### src/sv/sbb_pkg.sv
// Package with shared types, constants and tables of the separable box blur.
package sbb_pkg;

    localparam int STORE_DEPTH = 65536;
    localparam int ADDR_W      = 16;
    localparam int DIM_W       = 9;
    localparam int IDX_W       = 8;
    localparam int RAD_W       = 5;
    localparam int WIN_W       = 10;
    localparam int SUM_W       = 14;
    localparam int RECIP_W     = 19;
    localparam int RECIP_SHIFT = 20;
    localparam int PROD_W      = SUM_W + RECIP_W;

    localparam logic [DIM_W-1:0] MAX_DIM    = 9'd256;
    localparam logic [RAD_W-1:0] MAX_RADIUS = 5'd30;

    localparam logic OP_LOAD = 1'b0;
    localparam logic OP_READ = 1'b1;

    localparam logic [1:0] REG_WIDTH  = 2'd0;
    localparam logic [1:0] REG_HEIGHT = 2'd1;
    localparam logic [1:0] REG_RADIUS = 2'd2;

    // Reciprocal of 2r+1 scaled by 2^20 and rounded up; the zero radius never filters.
    localparam logic [RECIP_W-1:0] RECIP [0:30] = '{
        19'd0,      19'd349526, 19'd209716, 19'd149797, 19'd116509, 19'd95326,
        19'd80660,  19'd69906,  19'd61681,  19'd55189,  19'd49933,  19'd45591,
        19'd41944,  19'd38837,  19'd36158,  19'd33826,  19'd31776,  19'd29960,
        19'd28340,  19'd26887,  19'd25576,  19'd24386,  19'd23302,  19'd22311,
        19'd21400,  19'd20561,  19'd19785,  19'd19066,  19'd18397,  19'd17773,
        19'd17190
    };

    typedef enum logic [2:0] {
        ST_IDLE,
        ST_RD_WAIT,
        ST_LINE_START,
        ST_INIT,
        ST_DRAIN,
        ST_STEP_A,
        ST_STEP_B,
        ST_STEP_C
    } state_t;

    typedef struct packed {
        logic [DIM_W-1:0] width;
        logic [DIM_W-1:0] height;
        logic [RAD_W-1:0] radius;
    } geom_t;

    typedef struct packed {
        logic load_wr;
        logic rd_issue;
        logic out_pixel;
        logic out_zero;
        logic set_valid;
        logic pass_start;
        logic pass_v;
        logic line_start;
        logic line_next;
        logic init_rd;
        logic step_a;
        logic step_b;
        logic step_c;
    } cmd_t;

    typedef struct packed {
        logic load_last;
        logic frame_valid;
        logic radius_zero;
        logic out_free;
        logic win_last;
        logic j_last;
        logic line_last;
        logic pass_v;
    } stat_t;

endpackage

### src/sv/sbb_ctrl.sv
// Controller state machine that sequences loads, readout and the two filter passes.
module sbb_ctrl (
    input  logic          clk,
    input  logic          rst_n,
    input  logic          in_valid,
    input  logic          in_opcode,
    output logic          in_ready,
    input  sbb_pkg::stat_t stat,
    output sbb_pkg::cmd_t  cmd
);
    import sbb_pkg::*;

    state_t state_reg;
    state_t state_next;
    logic   accept;

    assign in_ready = (state_reg == ST_IDLE) && stat.out_free;
    assign accept   = in_valid && in_ready;

    always_ff @(posedge clk or negedge rst_n)
    begin
        if (!rst_n)
        begin
            state_reg <= ST_IDLE;
        end
        else
        begin
            state_reg <= state_next;
        end
    end

    always_comb
    begin
        state_next = state_reg;
        unique case (state_reg)
            ST_IDLE:
            begin
                if (accept)
                begin
                    if (in_opcode == OP_LOAD)
                    begin
                        if (stat.load_last && !stat.radius_zero)
                        begin
                            state_next = ST_LINE_START;
                        end
                    end
                    else if (stat.frame_valid)
                    begin
                        state_next = ST_RD_WAIT;
                    end
                end
            end
            ST_RD_WAIT:    state_next = ST_IDLE;
            ST_LINE_START: state_next = ST_INIT;
            ST_INIT:
            begin
                if (stat.win_last)
                begin
                    state_next = ST_DRAIN;
                end
            end
            ST_DRAIN:      state_next = ST_STEP_A;
            ST_STEP_A:     state_next = ST_STEP_B;
            ST_STEP_B:     state_next = ST_STEP_C;
            ST_STEP_C:
            begin
                if (!stat.j_last)
                begin
                    state_next = ST_STEP_A;
                end
                else if (stat.line_last && stat.pass_v)
                begin
                    state_next = ST_IDLE;
                end
                else
                begin
                    state_next = ST_LINE_START;
                end
            end
            default:       state_next = ST_IDLE;
        endcase
    end

    always_comb
    begin
        cmd = '0;
        unique case (state_reg)
            ST_IDLE:
            begin
                if (accept)
                begin
                    if (in_opcode == OP_LOAD)
                    begin
                        cmd.load_wr = 1'b1;
                        if (stat.load_last)
                        begin
                            cmd.set_valid  = stat.radius_zero;
                            cmd.pass_start = !stat.radius_zero;
                        end
                    end
                    else if (stat.frame_valid)
                    begin
                        cmd.rd_issue = 1'b1;
                    end
                    else
                    begin
                        cmd.out_zero = 1'b1;
                    end
                end
            end
            ST_RD_WAIT:    cmd.out_pixel  = 1'b1;
            ST_LINE_START: cmd.line_start = 1'b1;
            ST_INIT:       cmd.init_rd    = 1'b1;
            ST_DRAIN:      cmd = '0;
            ST_STEP_A:     cmd.step_a     = 1'b1;
            ST_STEP_B:     cmd.step_b     = 1'b1;
            ST_STEP_C:
            begin
                cmd.step_c = 1'b1;
                if (stat.j_last)
                begin
                    if (!stat.line_last)
                    begin
                        cmd.line_next = 1'b1;
                    end
                    else if (stat.pass_v)
                    begin
                        cmd.set_valid = 1'b1;
                    end
                    else
                    begin
                        cmd.pass_start = 1'b1;
                        cmd.pass_v     = 1'b1;
                    end
                end
            end
            default:       cmd = '0;
        endcase
    end

endmodule

### config.mk
export PLATFORM = sky130hd
export DESIGN_NAME = sbb_ctrl
export DESIGN_NICKNAME = d
export VERILOG_FILES = /design/src/sv/sbb_pkg.sv /design/src/sv/sbb_ctrl.sv
export SDC_FILE = /design/constraint.sdc
export NUM_CORES = 1
export LEC_CHECK = 0
export BUFFER_PORTS_ARGS = -buffer_cell sky130_fd_sc_hd__buf_2
export CORE_AREA = 2 2 39 41
export DETAILED_ROUTE_END_ITERATION = 10
export DIE_AREA = 0 0 41 43
export MAX_ROUTING_LAYER = met4
export PLACE_DENSITY = 0.63
export SLEW_MARGIN = 20
export SYNTH_ARGS = -nofsm -noshare
export SYNTH_HDL_FRONTEND = slang
export SYNTH_SLANG_ARGS = --single-unit
### constraint.sdc
create_clock -name clk -period 2.58 [get_ports clk]
set_input_delay 0.516 -clock clk [delete_from_list [all_inputs] [get_ports clk]]
set_output_delay 0.516 -clock clk [all_outputs]
set_load 0.005 [all_outputs]
==> impl_metrics.csv <==
group,metric,value,unit
layout,nFillCells,165,
floorplanning,chipHeight,43,um
floorplanning,ios,26,
synth,synth_top_cells_by_area,"dfrtp_1 21%, nand2_1 8.5%, nor2_1 8.5%, nand3_2 5.7%, o32ai_1 4.9%",
layout,multiInputGateArea,240,um2
global_routing,antenna_found_initial,0,
global_routing,grt_pass1_wl,1370,um
cts,clockRootBuffer,"clkbuf_4",
power_and_ir_drop,power_density,883,mW/mm2
worst_setup_path,cp_max_fo,11,
sta,slew_viol_final,0,
sta,min_period,2050,ps
drt,drtPass1Iterations,4,
drt,ant_nets,0,
placed_design,dp_slack,771,ps
drt,vias_per_cell,4.61,
floorplanning,die_w,41,um
cts,cts_setup_buffers,0,
layout,nets,86,
synth,synth_edf_count,0,
worst_setup_path,timing.rr.start,"state_reg[1]",
layout,antennaDiodeCount,0,
synth,syn_area,354,um2
synth,ys.flop_type,"dfrtp_1",
cts,cts_resized,0,
worst_setup_path,worstPathArrival,1530,ps
sta,tightest_slew,356,ps
synth,seq_area_frac_synth,0.212,
synth,async_flop_share,1.00,
run,drv_cap,0,
cts,cts_buffers,3,
placed_design,portBuffers,25,
sta,setup_violations,0,
cts,cts_buffer_depth,2,
cts,cts_htree_levels,1,
worst_setup_path,critical_path_class,"register to primary output",
worst_setup_path,cp-startpoint,"state_reg[2]",
placed_design,place_hpwl,700,um
synth,yosysWarnings,0,
sta,fmax,0.488,GHz
global_routing,overflow,0,
floorplanning,row_count,14,
synth,avgSynthCellArea,7.38,um2
cts,clk_pin_slew,40,ps
synth,yosysTopAreaCell,"dfrtp_1",
floorplanning,fp.dieArea,0.00176,mm2
drt,wl,870,um
global_routing,grt.total_usage,0.119,
cts,clk_latency,240,ps
worst_setup_path,endpoint_kind,"primary output",
power_and_ir_drop,p_leak,0.258,nW
worst_setup_path,r2r_slack,1390,ps
sta,rsz0062_at_grt,"false",
synth,synth_nets,60,
floorplanning,start_util,0.256,
worst_setup_path,rr_worst_depth,3,
synth,synth_commonest_cells,"8 x nand2_1, 8 x nor2_1, 3 x a21oi_1, 3 x dfrtp_1",
synth,postSynthCellCount,48,
drt,drc,0,
cts,cts_tree,"yes",
layout,drive_gt1_frac,0.438,
layout,ff_latch_area,75.1,um2
drt,routedWlPerCell,9.78,um
sta,setup_ws,531,ps
sta,clock_skew,1.27,ps
placed_design,gp_congestion,0.795,
worst_setup_path,r2r-end,"state_reg[1]",
outcome,status,"finished, final reports clean",
layout,utilization,0.357,
layout,largest_register_ffs,3,
worst_setup_path,crit_required,2060,ps
worst_hold_path,min_path_type,"input port to async pin",
sta,setup_tns,0,ps
global_routing,grt_pass1_vias,343,
synth,synth.top_cell.area_share,0.212,
sta,hold_viol,0,
worst_setup_path,startpoint_type,"register",
drt,drt_iter0_markers,6,
synth,synth_seq_cells,3,
floorplanning,coreArea,0.00138,mm2
cts,cts_hold_buffers,0,
sta,post-route-period-util,0.794,
power_and_ir_drop,vdd_drop_max,0.543,mV
layout,syn_to_final_growth,39.6,%
global_routing,grt_start_max_net_pins,12,
sta,relSlewSlack,0.762,
cts,cts_sinks,3,
drt,via_count,410,
synth,synth.distinct_cells,24,
worst max path at each step:
| stage | cells past startpoint | slack, ps | endpoint |
|---|---|---|---|
| 2_1_floorplan | 4 | 1030 | cmd[7] |
| 3_3_place_gp | 4 | 800 | cmd[7] |
| 3_5_place_dp | 4 | 770 | cmd[8] |
| 4_1_cts | 4 | 510 | cmd[8] |
| 5_1_grt | 4 | 400 | cmd[8] |
| 6_report | 4 | 530 | cmd[8] |
layout by cell type, fill, tap and decap left out, types with 2 or more instances in the layout:
cell,n
dfrtp_1,3
o32ai_1,2
inv_1,2
clkbuf_4,3
nand2b_1,2
a21oi_1,3
nand2_1,8
nand3_2,2
buf_2,25
nor3b_1,2
nor2_1,8
power by group:
| part | switching [W] | total (W) | internal, W | leakage [nW] |
|---|---|---|---|---|
| logic | 0.0000927 | 0.000205 | 0.000112 | 0.209 |
| registers | 0.0000751 | 0.000147 | 0.0000716 | 0.0349 |
| clock network | 0.0000269 | 0.0000850 | 0.0000581 | 0.0150 |
| total | 0.000195 | 0.000436 | 0.000242 | 0.258 |
layout make-up:
cell class	instances	share of cell area
Timing Repair Buffer	25	0.253
Multi-Input combinational cell	39	0.486
Tap cell	16	0.0405
Sequential cell	3	0.152
Clock buffer	4	0.0532
Inverter	2	0.0152
routing by layer:
layer	vias to the layer above	part of all wire	global-route usage
met5	-	0	-
met4	0	0	0.0400
met3	0	0.080	0.0628
met2	13	0.49	0.144
met1	178	0.43	0.165
li1	219	-	-
critical path, cell delays in order (launching register included):
cell	delay [ps]
dfrtp_1	490
nor3_4	240
nand3_2	130
o32ai_1	270
buf_2	150
logic make-up (layout without fill, tap and decap cells):
group,Yosys count,in the layout,share of synthesized area
compound gates,12,12,0.244
buf+inv,6,31,0.110
flops,3,3,0.212
simple gates,27,27,0.435
per-stage QoR:
| step | cells | instance area (um2) | hold WS [ps] | total power (W) |
|---|---|---|---|---|
| after global routing | 89 | 494 | 57.2 | 0.000480 |
| after global placement | 85 | 468 | 314 | 0.000354 |
| after CTS | 89 | 494 | 61.1 | 0.000445 |
| after floorplan | 48 | 354 | 220 | 0.000311 |
| after detailed placement | 85 | 468 | 316 | 0.000357 |
| final | 89 | 494 | 64.6 | 0.000436 |
No activity file was read; power rests on OpenSTA's default activity.
